===== src/rtl/assert_macros.svh =====
// ---------------------------------------------------------------------------
// Assertion macros
// Shared concurrent assertion forms, clocked on clk and disabled in reset.
// ---------------------------------------------------------------------------
`ifndef ASSERT_MACROS_SVH
`define ASSERT_MACROS_SVH

// A property that must hold at every clock edge outside reset.
`define WPD_ASSERT(lbl, prop, msg) \
  lbl: assert property (@(posedge clk) disable iff (!rst_n) (prop)) else $error(msg);

// A condition that, when true, requires a consequence in the same cycle.
`define WPD_ASSERT_IMPL(lbl, ante, cons, msg) \
  lbl: assert property (@(posedge clk) disable iff (!rst_n) (ante) |-> (cons)) else $error(msg);

`endif


===== src/rtl/wpd_pkg.sv =====
// ---------------------------------------------------------------------------
// WAV to PWM duty package
// Types, codes and constants shared by the parser, the command queue and
// the result emitter.
// ---------------------------------------------------------------------------
package wpd_pkg;

  localparam int DUTY_BITS  = 10;
  localparam int MAX_REPEAT = 8;
  localparam int REP_W      = $clog2(MAX_REPEAT + 1);

  localparam logic [31:0] RATE_RESET   = 32'((125000000 >> DUTY_BITS) / 4);
  localparam logic [3:0]  REPEAT_RESET = 4'd4;

  localparam logic [31:0] TAG_RIFF = 32'h4646_4952;
  localparam logic [31:0] TAG_WAVE = 32'h4556_4157;

  localparam logic [5:0] OFF_RIFF  = 6'd3;
  localparam logic [5:0] OFF_WAVE  = 6'd11;
  localparam logic [5:0] OFF_FMT   = 6'd21;
  localparam logic [5:0] OFF_CHAN  = 6'd23;
  localparam logic [5:0] OFF_RATE  = 6'd27;
  localparam logic [5:0] OFF_BITS  = 6'd35;
  localparam logic [5:0] OFF_LAST  = 6'd43;

  localparam logic [3:0] KIND_DUTY     = 4'd0;
  localparam logic [3:0] KIND_HDR_OK   = 4'd1;
  localparam logic [3:0] KIND_HDR_RATE = 4'd2;
  localparam logic [3:0] KIND_NOT_RIFF = 4'd3;
  localparam logic [3:0] KIND_NOT_WAVE = 4'd4;
  localparam logic [3:0] KIND_NOT_PCM  = 4'd5;
  localparam logic [3:0] KIND_NOT_MONO = 4'd6;
  localparam logic [3:0] KIND_BAD_BITS = 4'd7;
  localparam logic [3:0] KIND_FIN      = 4'd8;

  localparam int          CFG_IDX_W  = 1;
  localparam logic [CFG_IDX_W-1:0] REG_RATE   = 1'd0;
  localparam logic [CFG_IDX_W-1:0] REG_REPEAT = 1'd1;

  localparam int CMD_DEPTH = 4;
  localparam int CMD_AW    = $clog2(CMD_DEPTH);

  typedef struct packed {
    logic [7:0] file_byte;
    logic       start_of_file;
    logic       end_of_file;
  } in_req_t;

  typedef struct packed {
    logic [3:0]  result_kind;
    logic [9:0]  duty_value;
    logic [30:0] sample_total;
    logic        last_of_run;
  } out_res_t;

  // One command: reps copies of a result, optionally followed by finished.
  typedef struct packed {
    logic [3:0]       kind;
    logic [9:0]       duty;
    logic [30:0]      total;
    logic [REP_W-1:0] reps;
    logic             fin;
  } cmd_t;

endpackage


===== src/rtl/wpd_front.sv =====
// ---------------------------------------------------------------------------
// WAV header parser
// Takes one file byte per request, checks the header and turns samples into
// result commands for the emitter.
// ---------------------------------------------------------------------------
module wpd_front (
  input  logic            clk,
  input  logic            rst_n,
  input  logic            accept_i,
  input  wpd_pkg::in_req_t req_i,
  input  logic [31:0]     rate_i,
  input  logic [3:0]      repeat_i,
  output logic            cmd_push_o,
  output wpd_pkg::cmd_t   cmd_o
);
  import wpd_pkg::*;

  localparam logic [1:0] PH_IDLE   = 2'd0;
  localparam logic [1:0] PH_HEADER = 2'd1;
  localparam logic [1:0] PH_DATA   = 2'd2;
  localparam logic [1:0] PH_DONE   = 2'd3;

  logic [1:0]  phase_r, phase_nxt;
  logic [5:0]  off_r, off_nxt;
  logic [31:0] shift_r, shift_nxt;
  logic        mism_r, mism_nxt;
  logic [30:0] left_r, left_nxt;
  logic [7:0]  hold_r, hold_nxt;
  logic        par_r, par_nxt;
  logic [3:0]  err_kind;
  logic [15:0] raw;
  logic [15:0] duty_full;
  logic [REP_W-1:0] reps;

  always_comb begin
    if (repeat_i == 4'd0) begin
      reps = REP_W'(1);
    end else if (int'(repeat_i) > MAX_REPEAT) begin
      reps = REP_W'(MAX_REPEAT);
    end else begin
      reps = REP_W'(repeat_i);
    end
  end

  assign raw       = {req_i.file_byte, hold_r};
  assign duty_full = (raw ^ 16'h8000) >> (16 - DUTY_BITS);

  always_comb begin
    phase_nxt  = phase_r;
    off_nxt    = off_r;
    shift_nxt  = shift_r;
    mism_nxt   = mism_r;
    left_nxt   = left_r;
    hold_nxt   = hold_r;
    par_nxt    = par_r;
    err_kind   = KIND_DUTY;
    cmd_push_o = 1'b0;
    cmd_o      = '0;
    cmd_o.reps = REP_W'(1);
    if (accept_i) begin
      if (req_i.start_of_file) begin
        phase_nxt = PH_HEADER;
        off_nxt   = '0;
        shift_nxt = '0;
        mism_nxt  = 1'b0;
        left_nxt  = '0;
        hold_nxt  = '0;
        par_nxt   = 1'b0;
      end
      case (phase_nxt)
        PH_HEADER: begin
          shift_nxt = {req_i.file_byte, shift_nxt[31:8]};
          case (off_nxt)
            OFF_RIFF: if (shift_nxt != TAG_RIFF) err_kind = KIND_NOT_RIFF;
            OFF_WAVE: if (shift_nxt != TAG_WAVE) err_kind = KIND_NOT_WAVE;
            OFF_FMT:  if (shift_nxt[31:16] != 16'd1) err_kind = KIND_NOT_PCM;
            OFF_CHAN: if (shift_nxt[31:16] != 16'd1) err_kind = KIND_NOT_MONO;
            OFF_RATE: mism_nxt = (shift_nxt != rate_i);
            OFF_BITS: if (shift_nxt[31:16] != 16'd16) err_kind = KIND_BAD_BITS;
            default:  err_kind = KIND_DUTY;
          endcase
          if (err_kind != KIND_DUTY) begin
            cmd_push_o = 1'b1;
            cmd_o.kind = err_kind;
            phase_nxt  = PH_DONE;
          end else if (off_nxt >= OFF_LAST) begin
            left_nxt    = shift_nxt[31:1];
            cmd_push_o  = 1'b1;
            cmd_o.kind  = mism_nxt ? KIND_HDR_RATE : KIND_HDR_OK;
            cmd_o.total = left_nxt;
            cmd_o.fin   = (left_nxt == '0) || req_i.end_of_file;
            par_nxt     = 1'b0;
            phase_nxt   = cmd_o.fin ? PH_DONE : PH_DATA;
          end else if (req_i.end_of_file) begin
            cmd_push_o = 1'b1;
            cmd_o.kind = KIND_BAD_BITS;
            phase_nxt  = PH_DONE;
          end else begin
            off_nxt = off_nxt + 6'd1;
          end
        end
        PH_DATA: begin
          if (!par_nxt) begin
            hold_nxt = req_i.file_byte;
            par_nxt  = 1'b1;
            if (req_i.end_of_file) begin
              cmd_push_o = 1'b1;
              cmd_o.kind = KIND_FIN;
              phase_nxt  = PH_DONE;
            end
          end else begin
            par_nxt    = 1'b0;
            left_nxt   = left_nxt - 31'd1;
            cmd_push_o = 1'b1;
            cmd_o.kind = KIND_DUTY;
            cmd_o.duty = duty_full[9:0];
            cmd_o.reps = reps;
            cmd_o.fin  = (left_nxt == '0) || req_i.end_of_file;
            if (cmd_o.fin) begin
              phase_nxt = PH_DONE;
            end
          end
        end
        default: begin
          phase_nxt = phase_nxt;
        end
      endcase
    end
  end

  always_ff @(posedge clk) begin
    if (!rst_n) begin
      phase_r <= PH_IDLE;
      off_r   <= '0;
      shift_r <= '0;
      mism_r  <= 1'b0;
      left_r  <= '0;
      hold_r  <= '0;
      par_r   <= 1'b0;
    end else begin
      phase_r <= phase_nxt;
      off_r   <= off_nxt;
      shift_r <= shift_nxt;
      mism_r  <= mism_nxt;
      left_r  <= left_nxt;
      hold_r  <= hold_nxt;
      par_r   <= par_nxt;
    end
  end

endmodule


===== src/rtl/wpd_cmd_fifo.sv =====
// ---------------------------------------------------------------------------
// Command queue
// A short register queue that decouples the parser from the emitter.
// ---------------------------------------------------------------------------
`include "assert_macros.svh"

module wpd_cmd_fifo (
  input  logic          clk,
  input  logic          rst_n,
  input  logic          push_i,
  input  wpd_pkg::cmd_t data_i,
  output logic          full_o,
  input  logic          pop_i,
  output logic          empty_o,
  output wpd_pkg::cmd_t data_o
);
  import wpd_pkg::*;

  cmd_t              mem_r [CMD_DEPTH];
  logic [CMD_AW-1:0] wr_ptr_r, rd_ptr_r;
  logic [CMD_AW:0]   cnt_r;
  logic              do_push, do_pop;

  assign full_o  = (cnt_r == (CMD_AW+1)'(CMD_DEPTH));
  assign empty_o = (cnt_r == '0);
  assign data_o  = mem_r[rd_ptr_r];
  assign do_push = push_i && !full_o;
  assign do_pop  = pop_i && !empty_o;

  always_ff @(posedge clk) begin
    if (do_push) begin
      mem_r[wr_ptr_r] <= data_i;
    end
  end

  always_ff @(posedge clk) begin
    if (!rst_n) begin
      wr_ptr_r <= '0;
      rd_ptr_r <= '0;
      cnt_r    <= '0;
    end else begin
      if (do_push) begin
        wr_ptr_r <= wr_ptr_r + 1'b1;
      end
      if (do_pop) begin
        rd_ptr_r <= rd_ptr_r + 1'b1;
      end
      cnt_r <= cnt_r + (CMD_AW+1)'(do_push) - (CMD_AW+1)'(do_pop);
    end
  end

  `WPD_ASSERT(a_cnt_bound, cnt_r <= (CMD_AW+1)'(CMD_DEPTH), "command queue count overflow")
  `WPD_ASSERT_IMPL(a_no_push_full, push_i, !full_o, "command pushed into a full queue")
  `WPD_ASSERT_IMPL(a_no_pop_empty, pop_i, !empty_o, "command popped from an empty queue")

endmodule


===== src/rtl/wpd_back.sv =====
// ---------------------------------------------------------------------------
// Result emitter
// Expands each queued command into its results, one per cycle into an output
// register while that register is empty or being popped.
// ---------------------------------------------------------------------------
`include "assert_macros.svh"

module wpd_back (
  input  logic             clk,
  input  logic             rst_n,
  input  logic             cmd_empty_i,
  input  wpd_pkg::cmd_t    cmd_i,
  output logic             cmd_pop_o,
  input  logic             pop,
  output logic             empty,
  output wpd_pkg::out_res_t out_data
);
  import wpd_pkg::*;

  logic [REP_W-1:0] rep_idx_r, rep_idx_nxt;
  logic             fin_stg_r, fin_stg_nxt;
  logic             out_vld_r, out_vld_nxt;
  out_res_t         out_r, out_nxt;
  logic             adv;
  logic             last_copy;

  assign adv       = !cmd_empty_i && (!out_vld_r || pop);
  assign last_copy = (REP_W'(rep_idx_r + 1'b1) == cmd_i.reps);

  always_comb begin
    rep_idx_nxt = rep_idx_r;
    fin_stg_nxt = fin_stg_r;
    out_nxt     = out_r;
    cmd_pop_o   = 1'b0;
    out_vld_nxt = out_vld_r && !pop;
    if (adv) begin
      out_vld_nxt = 1'b1;
      if (fin_stg_r) begin
        out_nxt     = '{result_kind: KIND_FIN, duty_value: '0, sample_total: '0,
                        last_of_run: 1'b1};
        fin_stg_nxt = 1'b0;
        rep_idx_nxt = '0;
        cmd_pop_o   = 1'b1;
      end else begin
        out_nxt = '{result_kind: cmd_i.kind, duty_value: cmd_i.duty,
                    sample_total: cmd_i.total, last_of_run: last_copy && !cmd_i.fin};
        if (last_copy) begin
          rep_idx_nxt = '0;
          if (cmd_i.fin) begin
            fin_stg_nxt = 1'b1;
          end else begin
            cmd_pop_o = 1'b1;
          end
        end else begin
          rep_idx_nxt = rep_idx_r + 1'b1;
        end
      end
    end
  end

  always_ff @(posedge clk) begin
    if (!rst_n) begin
      rep_idx_r <= '0;
      fin_stg_r <= 1'b0;
      out_vld_r <= 1'b0;
    end else begin
      rep_idx_r <= rep_idx_nxt;
      fin_stg_r <= fin_stg_nxt;
      out_vld_r <= out_vld_nxt;
    end
  end

  always_ff @(posedge clk) begin
    out_r <= out_nxt;
  end

  assign empty    = !out_vld_r;
  assign out_data = out_r;

  `WPD_ASSERT_IMPL(a_fin_has_cmd, fin_stg_r, !cmd_empty_i, "finish stage without a command")
  `WPD_ASSERT_IMPL(a_idx_range, !cmd_empty_i, rep_idx_r < cmd_i.reps, "repeat index past count")

endmodule


===== src/rtl/wav_pcm_stream_to_pwm_duty.sv =====
// ---------------------------------------------------------------------------
// WAV PCM stream to PWM duty
// Parses a mono 16-bit WAV byte stream and emits PWM duty values.
// ---------------------------------------------------------------------------
// The block takes one file byte per request and accepts a new byte in every
// cycle while its four-entry command queue has room. A header byte gives no
// result, except for the byte that fails a check or ends the file early,
// which gives one status. The last header byte gives the header status, plus
// a finished result when no samples follow. The first byte of a sample gives
// no result, or a finished result when the file ends there. The second byte
// gives repeat_count duty results, where zero acts as one and a count above
// eight acts as eight. It adds a finished result when the file ends there or
// the header's sample count runs out. Results leave the emitter at one per
// cycle while its output register is empty or being popped. The queue fills
// and raises full when bytes come faster than the emitter drains results.
// No clearing pass follows reset.
module wav_pcm_stream_to_pwm_duty (
  input  logic                            clk,
  input  logic                            rst_n,
  input  logic                            push,
  output logic                            full,
  input  wpd_pkg::in_req_t                in_data,
  output logic                            empty,
  input  logic                            pop,
  output wpd_pkg::out_res_t               out_data,
  input  logic                            cfg_we,
  input  logic [wpd_pkg::CFG_IDX_W-1:0]   cfg_index,
  input  logic [31:0]                     cfg_wdata
);
  import wpd_pkg::*;

  logic [31:0] rate_r;
  logic [3:0]  repeat_r;
  logic        accept;
  logic        cmd_push, cmd_pop, cmd_empty;
  cmd_t        cmd_in, cmd_head;

  assign accept = push && !full;

  always_ff @(posedge clk) begin
    if (!rst_n) begin
      rate_r   <= RATE_RESET;
      repeat_r <= REPEAT_RESET;
    end else if (cfg_we) begin
      case (cfg_index)
        REG_RATE:   rate_r   <= cfg_wdata;
        REG_REPEAT: repeat_r <= cfg_wdata[3:0];
        default:    rate_r   <= rate_r;
      endcase
    end
  end

  wpd_front u_front (
    .clk        (clk),
    .rst_n      (rst_n),
    .accept_i   (accept),
    .req_i      (in_data),
    .rate_i     (rate_r),
    .repeat_i   (repeat_r),
    .cmd_push_o (cmd_push),
    .cmd_o      (cmd_in)
  );

  wpd_cmd_fifo u_fifo (
    .clk     (clk),
    .rst_n   (rst_n),
    .push_i  (cmd_push),
    .data_i  (cmd_in),
    .full_o  (full),
    .pop_i   (cmd_pop),
    .empty_o (cmd_empty),
    .data_o  (cmd_head)
  );

  wpd_back u_back (
    .clk         (clk),
    .rst_n       (rst_n),
    .cmd_empty_i (cmd_empty),
    .cmd_i       (cmd_head),
    .cmd_pop_o   (cmd_pop),
    .pop         (pop),
    .empty       (empty),
    .out_data    (out_data)
  );

endmodule

===== config.mk =====
export PLATFORM = sky130hd
export DESIGN_NAME = wav_pcm_stream_to_pwm_duty
export DESIGN_NICKNAME = d
export VERILOG_FILES = /design/src/rtl/wpd_pkg.sv /design/src/rtl/wpd_front.sv /design/src/rtl/wpd_cmd_fifo.sv /design/src/rtl/wpd_back.sv /design/src/rtl/wav_pcm_stream_to_pwm_duty.sv
export VERILOG_INCLUDE_DIRS = /design/src /design/src/rtl
export SDC_FILE = /design/constraint.sdc
export NUM_CORES = 1
export LEC_CHECK = 0
export BUFFER_PORTS_ARGS = -buffer_cell sky130_fd_sc_hd__buf_2
export CORE_ASPECT_RATIO = 2
export CORE_MARGIN = 2
export CORE_UTILIZATION = 45
export CTS_BUF_LIST = sky130_fd_sc_hd__clkbuf_2 sky130_fd_sc_hd__clkbuf_4 sky130_fd_sc_hd__clkbuf_8
export DETAILED_ROUTE_END_ITERATION = 8
export PLACE_DENSITY_LB_ADDON = 0.25
export SYNTH_ARGS = -nofsm -noshare
export SYNTH_HDL_FRONTEND = slang
export SYNTH_SLANG_ARGS = --single-unit

===== constraint.sdc =====
create_clock -name clk -period 5.44 [get_ports clk]
set_clock_uncertainty 0.1 [all_clocks]
set_input_delay 0.272 -clock clk [delete_from_list [all_inputs] [get_ports clk]]
set_output_delay 0.272 -clock clk [all_outputs]
set_load 0.05 [all_outputs]

Yosys cells after proc, flatten, opt, wreduce, memory -nomap -nowiden
Memory sizes are Yosys's and may differ from the RTL's. A register that Yosys moved wholly into a read port is not among the register bits.
Cells that the tools add are included.

word-level totals
  input bits = 48
  flip-flop bits (word level) = 168
  memories kept = 1
  memory bits (writable) = 200

memories
  name          depth  bits a word  rd ports  clocked after memory_dff  write ports  line                source
  u_fifo.mem_r  4      50           1         1                         1            wpd_cmd_fifo.sv:19  cmd_t mem_r [CMD_DEPTH];

cells by class
  $lt $le $gt $ge = 2
  eq/ne operators = 15
  add/subtract/negate cells = 7
  multiplexer cells = 86
  bitwise operators = 2
  reduce and logical (&&, ||, !) cells = 21

operators with widths
  kind                                                                    count
  31-bit two-way mux                                                      8
  32-bit two-way mux                                                      3
  32-bit by 31-bit != test with 1-bit output (second input constant)      2
  31-bit zero test                                                        2
  31-bit case mux with 2 select lines                                     1
  50-bit two-way mux                                                      1
  4-bit two-way mux                                                       11
  6-bit two-way mux                                                       6
  32-bit != test                                                          1
  31-bit by 1-bit subtractor with 31-bit output (second input constant)   1
  1-bit two-way mux                                                       28
  8-bit two-way mux                                                       3
  2-bit two-way mux                                                       11
  10-bit two-way mux                                                      2
  4-bit case mux with 5 select lines                                      1
  6-bit by 5-bit equality test with 1-bit output (second input constant)  3
  16-bit by 1-bit != test with 1-bit output (second input constant)       1
  16-bit by 5-bit != test with 1-bit output (second input constant)       1
  3-bit two-way mux                                                       5
  4-bit case mux with 2 select lines                                      1
  6-bit by 1-bit adder with 6-bit output (second input constant)          1
  6-bit by 2-bit equality test with 1-bit output (second input constant)  1
  6-bit by 4-bit equality test with 1-bit output (second input constant)  1
  6-bit equality test (second input constant)                             1
  other kinds (21)                                                        37

Longest topological paths before layout
  word-level depth = 16
  gate-level depth with buffers = 20
  gate-level depth less buffers = 16

Hierarchy
Synthesis repeated with hierarchy kept, for this count alone.

unflattened totals
  cell total of the unflattened synthesis = 1494
  area total of the unflattened synthesis = 17666.9 µm²

modules (own cells, without submodules)
  module                      sequential area each (µm²)  instances  cells an instance  area each (µm²)
  wpd_cmd_fifo                6185.9                      1          313                7757.4
  wpd_front                   1341.3                      1          883                6302.3
  wpd_back                    1501.4                      1          139                2069.5
  wav_pcm_stream_to_pwm_duty  720.7                       1          159                1537.7

Worst setup path after synthesis
Ideal clock, no wire load.

  path kind = in2reg
  start = input in_data[1] in the netlist's numbering
  end = memory u_fifo.mem_r[0][0] in the netlist's numbering, enable pin
  setup time = 464 ps
  cell stages on the path = 13
  buffers on the path = 5
  arrival time = 5035 ps
  data required time = 4876 ps
  setup slack = -159 ps
  cell sequence = buf_2 > buf_1 > buf_2 > buf_2 > buf_2 > nor2b_1 > ha_1 > nand3_1 > or4_1 > o211ai_2 > nor4b_4 > o22a_2 > nor2b_1

on the way
  word-level cells in the longest chain between the ends = 14
  elaborated cells between the ends (all ways) = 37
  those cells by class = order compare (1); eq/ne (11); mux (23); reduce/logical (2)

RTL lines
  what                                                                      line                              source
  from (decl)                                                               wav_pcm_stream_to_pwm_duty.sv:22  input wpd_pkg::in_req_t in_data,
  32-bit two-way mux                                                        wpd_front.sv:61                   if (req_i.start_of_file) begin
  32-bit two-way mux                                                        wpd_front.sv:60                   if (accept_i) begin
  32-bit by 31-bit != test with 1-bit output, or another cell as far along  wpd_front.sv:74                   OFF_RIFF: if (shift_nxt != TAG_RIFF) err_kind = KIND_NOT_RIFF;
  2-bit two-way mux, or another cell as far along                           wpd_front.sv:74
  4-bit case mux with 5 select lines                                        wpd_front.sv:73                   case (off_nxt)
  4-bit two-way mux                                                         wpd_front.sv:70                   case (phase_nxt)
  4-bit two-way mux                                                         wpd_front.sv:60
  4-bit nonzero test                                                        wpd_front.sv:82                   if (err_kind != KIND_DUTY) begin
  1-bit two-way mux                                                         wpd_front.sv:82
  1-bit case mux with 2 select lines *                                      wpd_front.sv:70
  1-bit two-way mux *                                                       wpd_front.sv:60
  1-bit logical AND *                                                       wpd_cmd_fifo.sv:27                assign do_push = push_i && !full_o;
  1-bit two-way mux *                                                       wpd_cmd_fifo.sv:31                if (do_push) begin
  1-bit two-way mux (implied by the code) *                                 wpd_cmd_fifo.sv:32                mem_r[wr_ptr_r] <= data_i;
  to (decl)                                                                 wpd_cmd_fifo.sv:19

Every way passes the cells marked *; elsewhere a longest branch is shown, timed or not. The select of a mux whose other input is x is not followed.

Final worst setup path
  start = register u_front.off_r[0]
  end = register u_fifo.cnt_r[2]

on the way
  word-level cells in the longest chain between the ends = 13
  elaborated cells between the ends (all ways) = 19
  those cells by class = add/sub (2); order compare (1); eq/ne (5); mux (9); reduce/logical (2)

RTL lines
  what                                               line                source
  from (decl)                                        wpd_front.sv:24     logic [5:0] off_r, off_nxt;
  from (signal assigned)                             wpd_front.sv:142    off_r <= off_nxt;
  6-bit two-way mux *                                wpd_front.sv:61
  6-bit two-way mux *                                wpd_front.sv:60
  6-bit equality test, or another cell as far along  wpd_front.sv:73
  4-bit case mux with 5 select lines                 wpd_front.sv:73
  4-bit two-way mux                                  wpd_front.sv:70
  4-bit two-way mux                                  wpd_front.sv:60
  4-bit nonzero test                                 wpd_front.sv:82
  1-bit two-way mux *                                wpd_front.sv:82
  1-bit case mux with 2 select lines *               wpd_front.sv:70
  1-bit two-way mux *                                wpd_front.sv:60
  1-bit logical AND *                                wpd_cmd_fifo.sv:27
  3-bit by 1-bit adder with 3-bit output *           wpd_cmd_fifo.sv:48  cnt_r <= cnt_r + (CMD_AW+1)'(do_push) - (CMD_AW+1)'(do_pop);
  3-bit by 1-bit subtractor with 3-bit output *      wpd_cmd_fifo.sv:48
  to (signal assigned)                               wpd_cmd_fifo.sv:48
  to (decl)                                          wpd_cmd_fifo.sv:21  logic [CMD_AW:0] cnt_r;

Marks and branches as above.
A chain may end at the register's enable or synchronous reset.

==> impl_metrics.env <==
export IMPL_synth_adder_area_share=0.0106
export IMPL_place_congestion=0.990
export IMPL_seq_area_um2=9760
export IMPL_drive_gt1_frac=0.196
export IMPL_setup_worst_path_end_class="flip-flop"
export IMPL_place_hpwl_mm=32.5
export IMPL_area_growth_pct=13.6
export IMPL_async_reset_ff_frac=0
export IMPL_drv_cap=0
export IMPL_synth_compound_area_frac=0.109
export IMPL_die_h_um=281
export IMPL_dieArea_um2=40000
export IMPL_timing_hold_ws_ns=0.0363
export IMPL_p_int_mw=4.71
export IMPL_ant_nets=0
export IMPL_synth_fp_nets=1540
export IMPL_yosys_area_share_simple=0.173
export IMPL_status="completed"
export IMPL_multiInputGateArea_um2=6880
export IMPL_max_freq_mhz=265
export IMPL_antenna_found_initial=2
export IMPL_power_frac_comb=0.158
export IMPL_wirelength_mm=47.7
export IMPL_synthesis_area_um2=17300
export IMPL_pwr_share_seq=0.483
export IMPL_drv_slew=0
export IMPL_synthCells=1478
export IMPL_final_hold_violation_count=0
export IMPL_cts_resized=0
export IMPL_fin_crit_sh=0.693
export IMPL_switchingPower_mw=1.88
export IMPL_overflow=0
export IMPL_cts_buffers=49
export IMPL_period_needed_ns=3.77
export IMPL_syn_avg_cell_area_um2=11.7
export IMPL_cp_arrival_ns=4.16
export IMPL_rows=101
export IMPL_clockBufferDepth=3
export IMPL_ys_types=90
export IMPL_cts_tree="built"
export IMPL_first_global_vias=12500
export IMPL_setup_viol=0
export IMPL_routed_via_density=6.03
export IMPL_relSlewSlack=0.208
export IMPL_r2r_slack_ns=1.67
export IMPL_ys_seq_area_frac=0.565
export IMPL_layout_commonest_cell="edfxtp_1"
export IMPL_h_tree_depth=2
export IMPL_crit_path_max_fanout=11
export IMPL_fillers=3295
export IMPL_die_w_um=143
export IMPL_p_clk_frac=0.359
export IMPL_rsz0062_at_grt="no"
export IMPL_worst_pin_slew_ns=1.18
export IMPL_startpoint_type="flip-flop"
export IMPL_synth_top_family_by_area="simple AND/OR/NAND/NOR gates"
export IMPL_hold_class="input pin to flip-flop"
export IMPL_cts_sinks=364
export IMPL_grt_max_degree=73
export IMPL_synth_xor_area_frac=0.0288
export IMPL_drc=0
export IMPL_worstSetupPathType="flip-flop to flip-flop"
export IMPL_final_cell_mix="edfxtp_1 (246), nand2_1 (141), nor2_1 (125), dfxtp_1 (115), buf_2 (95)"
export IMPL_p_per_area_nw_per_um2=336
export IMPL_cts_setup_buffers=0
export IMPL_fin_util=0.518
export IMPL_ioPinCount=96
export IMPL_synth_seq_cells=364
export IMPL_cts_root_buf="clkbuf_8"
export IMPL_leakagePower_nw=6.85
export IMPL_required_ns=5.83
export IMPL_initial_core_util=0.455
export IMPL_irDropWorstVdd_mv=0.165
export IMPL_track_usage=0.237
export IMPL_grt_pass1_wl_mm=71.7
export IMPL_coreArea_um2=37900
export IMPL_wl_per_cell_um=23.0
export IMPL_via_count=12500
export IMPL_numPortBuffers=95
export IMPL_clk_pin_slew_ns=0.07
export IMPL_switching_share=0.285
export IMPL_drt_pass1_iterations=6
export IMPL_drt_iter0_drc=882
export IMPL_synth_edf_count=246
export IMPL_synthMuxAreaShare=0.0754
export IMPL_yosys_warnings=0
export IMPL_clock_latency_ns=0.61
export IMPL_synthFlopType="edfxtp_1"
export IMPL_nNetsFinal=1629
Yosys cell counts (all sizes together) (20+ instances only):
master / n / area [um^2]
edfxtp: 246 / 7390
nand2: 142 / 536
nor2: 126 / 473
dfxtp: 118 / 2360
clkbuf: 84 / 315
a21oi: 76 / 380
nor2b: 66 / 413
mux4: 50 / 1130
and3: 43 / 270
buf: 41 / 246
a22oi: 40 / 300
o21ai: 40 / 200
nand3: 34 / 170
nor4: 33 / 355
xnor2: 33 / 289
inv: 28 / 105
xor2: 21 / 184
nor3: 20 / 105
stage by stage:
step	setup TNS, ns	worst slack [ns]	area, um^2	total power [mW]	instances
after floorplan	-31.81	-0.159	17300	3.96	1478
final	0	1.67	19600	6.58	2072
after CTS	0	1.67	19600	6.64	2070
after detailed placement	0	1.33	18100	4.25	1941
after global routing	0	1.25	19600	6.82	2071
after global placement	0	1.42	18100	4.24	1941
state kept, by name, summed over array words and instances, names as in the netlist, named ones only:
| signal | cells |
|---|---|
| u_fifo.mem_r | 200 |
| u_back.out_data | 46 |
| rate_r | 32 |
| u_front.left_r | 31 |
| u_front.shift_r | 24 |
| u_front.off_r | 6 |
| repeat_r | 4 |
| u_back.rep_idx_r | 4 |
| u_fifo.cnt_r | 3 |
| u_fifo.rd_ptr_r | 2 |
| u_fifo.wr_ptr_r | 2 |
| u_front.hold_r | 2 |
| u_front.phase_r | 2 |
| u_back.fin_stg_r | 1 |
| u_back.out_vld_r | 1 |
| u_front.mism_r | 1 |
| u_front.par_r | 1 |
path summary, 6_finish.rpt:
kind | start | endpoint | cells after the start
worst min-delay path | in_data[3] | u_front.left_r[24]$_SDFFE_PN0P_ | 3
worst max-delay path | u_front.off_r[0]$_SDFFE_PN0P_ | u_fifo.cnt_r[2]$_SDFF_PN0_ | 15
worst max register to register | u_front.off_r[0]$_SDFFE_PN0P_ | u_fifo.cnt_r[2]$_SDFF_PN0_ | 15
worst min register to register | repeat_r[0]$_SDFFE_PN0P_ | repeat_r[0]$_SDFFE_PN0P_ | 2
cell type report:
class / count / share of cell area
sequential: 364 / 0.497
inverter: 30 / 0.00574
tap: 463 / 0.0295
antenna: 2 / 0.000255
clock buffer: 76 / 0.0514
clock inverter: 15 / 0.00804
timing repair buffer: 163 / 0.0570
multi-input combinational: 959 / 0.351
worst max-delay path, cell delays in order (launching register included):
cell and delay, ns:
dfxtp_1 0.35, nor2b_1 0.28, ha_1 0.35, nand3_1 0.16
or4_1 0.44, o211ai_2 0.32, nor4b_4 0.08, buf_4 0.19
o22a_2 0.34, inv_1 0.09, ha_1 0.14, inv_1 0.05
fa_1 0.40, xor2_1 0.19, xnor2_1 0.14, nor2_1 0.05
power groups by stage:
| stage | sequential (mW) | clock [mW] | combinational (mW) |
|---|---|---|---|
| 2_1_floorplan | 3.36 | 0 | 0.601 |
| 5_1_grt | 3.19 | 2.52 | 1.11 |
| 6_report | 3.18 | 2.36 | 1.04 |
| 3_5_place_dp | 3.24 | 0 | 1.02 |
| 3_3_place_gp | 3.23 | 0 | 1.01 |
| 4_1_cts | 3.18 | 2.42 | 1.04 |
per-layer routing:
metal	share of wire	global-route usage
met1	0.35	0.244
met2	0.54	0.443
met3	0.039	0.0279
met4	0.070	0.157
met5	0	0
cells by family (layout without fill, tap and decap cells):
| kind of cell | count (synthesis) | after routing |
|---|---|---|
| simple gates | 547 | 547 |
| mux | 67 | 67 |
| compound gates | 276 | 276 |
| xor+xnor | 55 | 55 |
| other cells | 0 | 2 |
| fa+ha+maj | 14 | 14 |
| flops | 364 | 364 |
| buf+inv | 155 | 284 |
repair_timing:
| action | in CTS | in global routing |
|---|---|---|
| hold endpoints to repair | 38 | 0 |
| hold buffers | 38 | 0 |
| setup endpoints to repair | 0 | 0 |
Note: power is estimated with default switching activity, not from simulation.
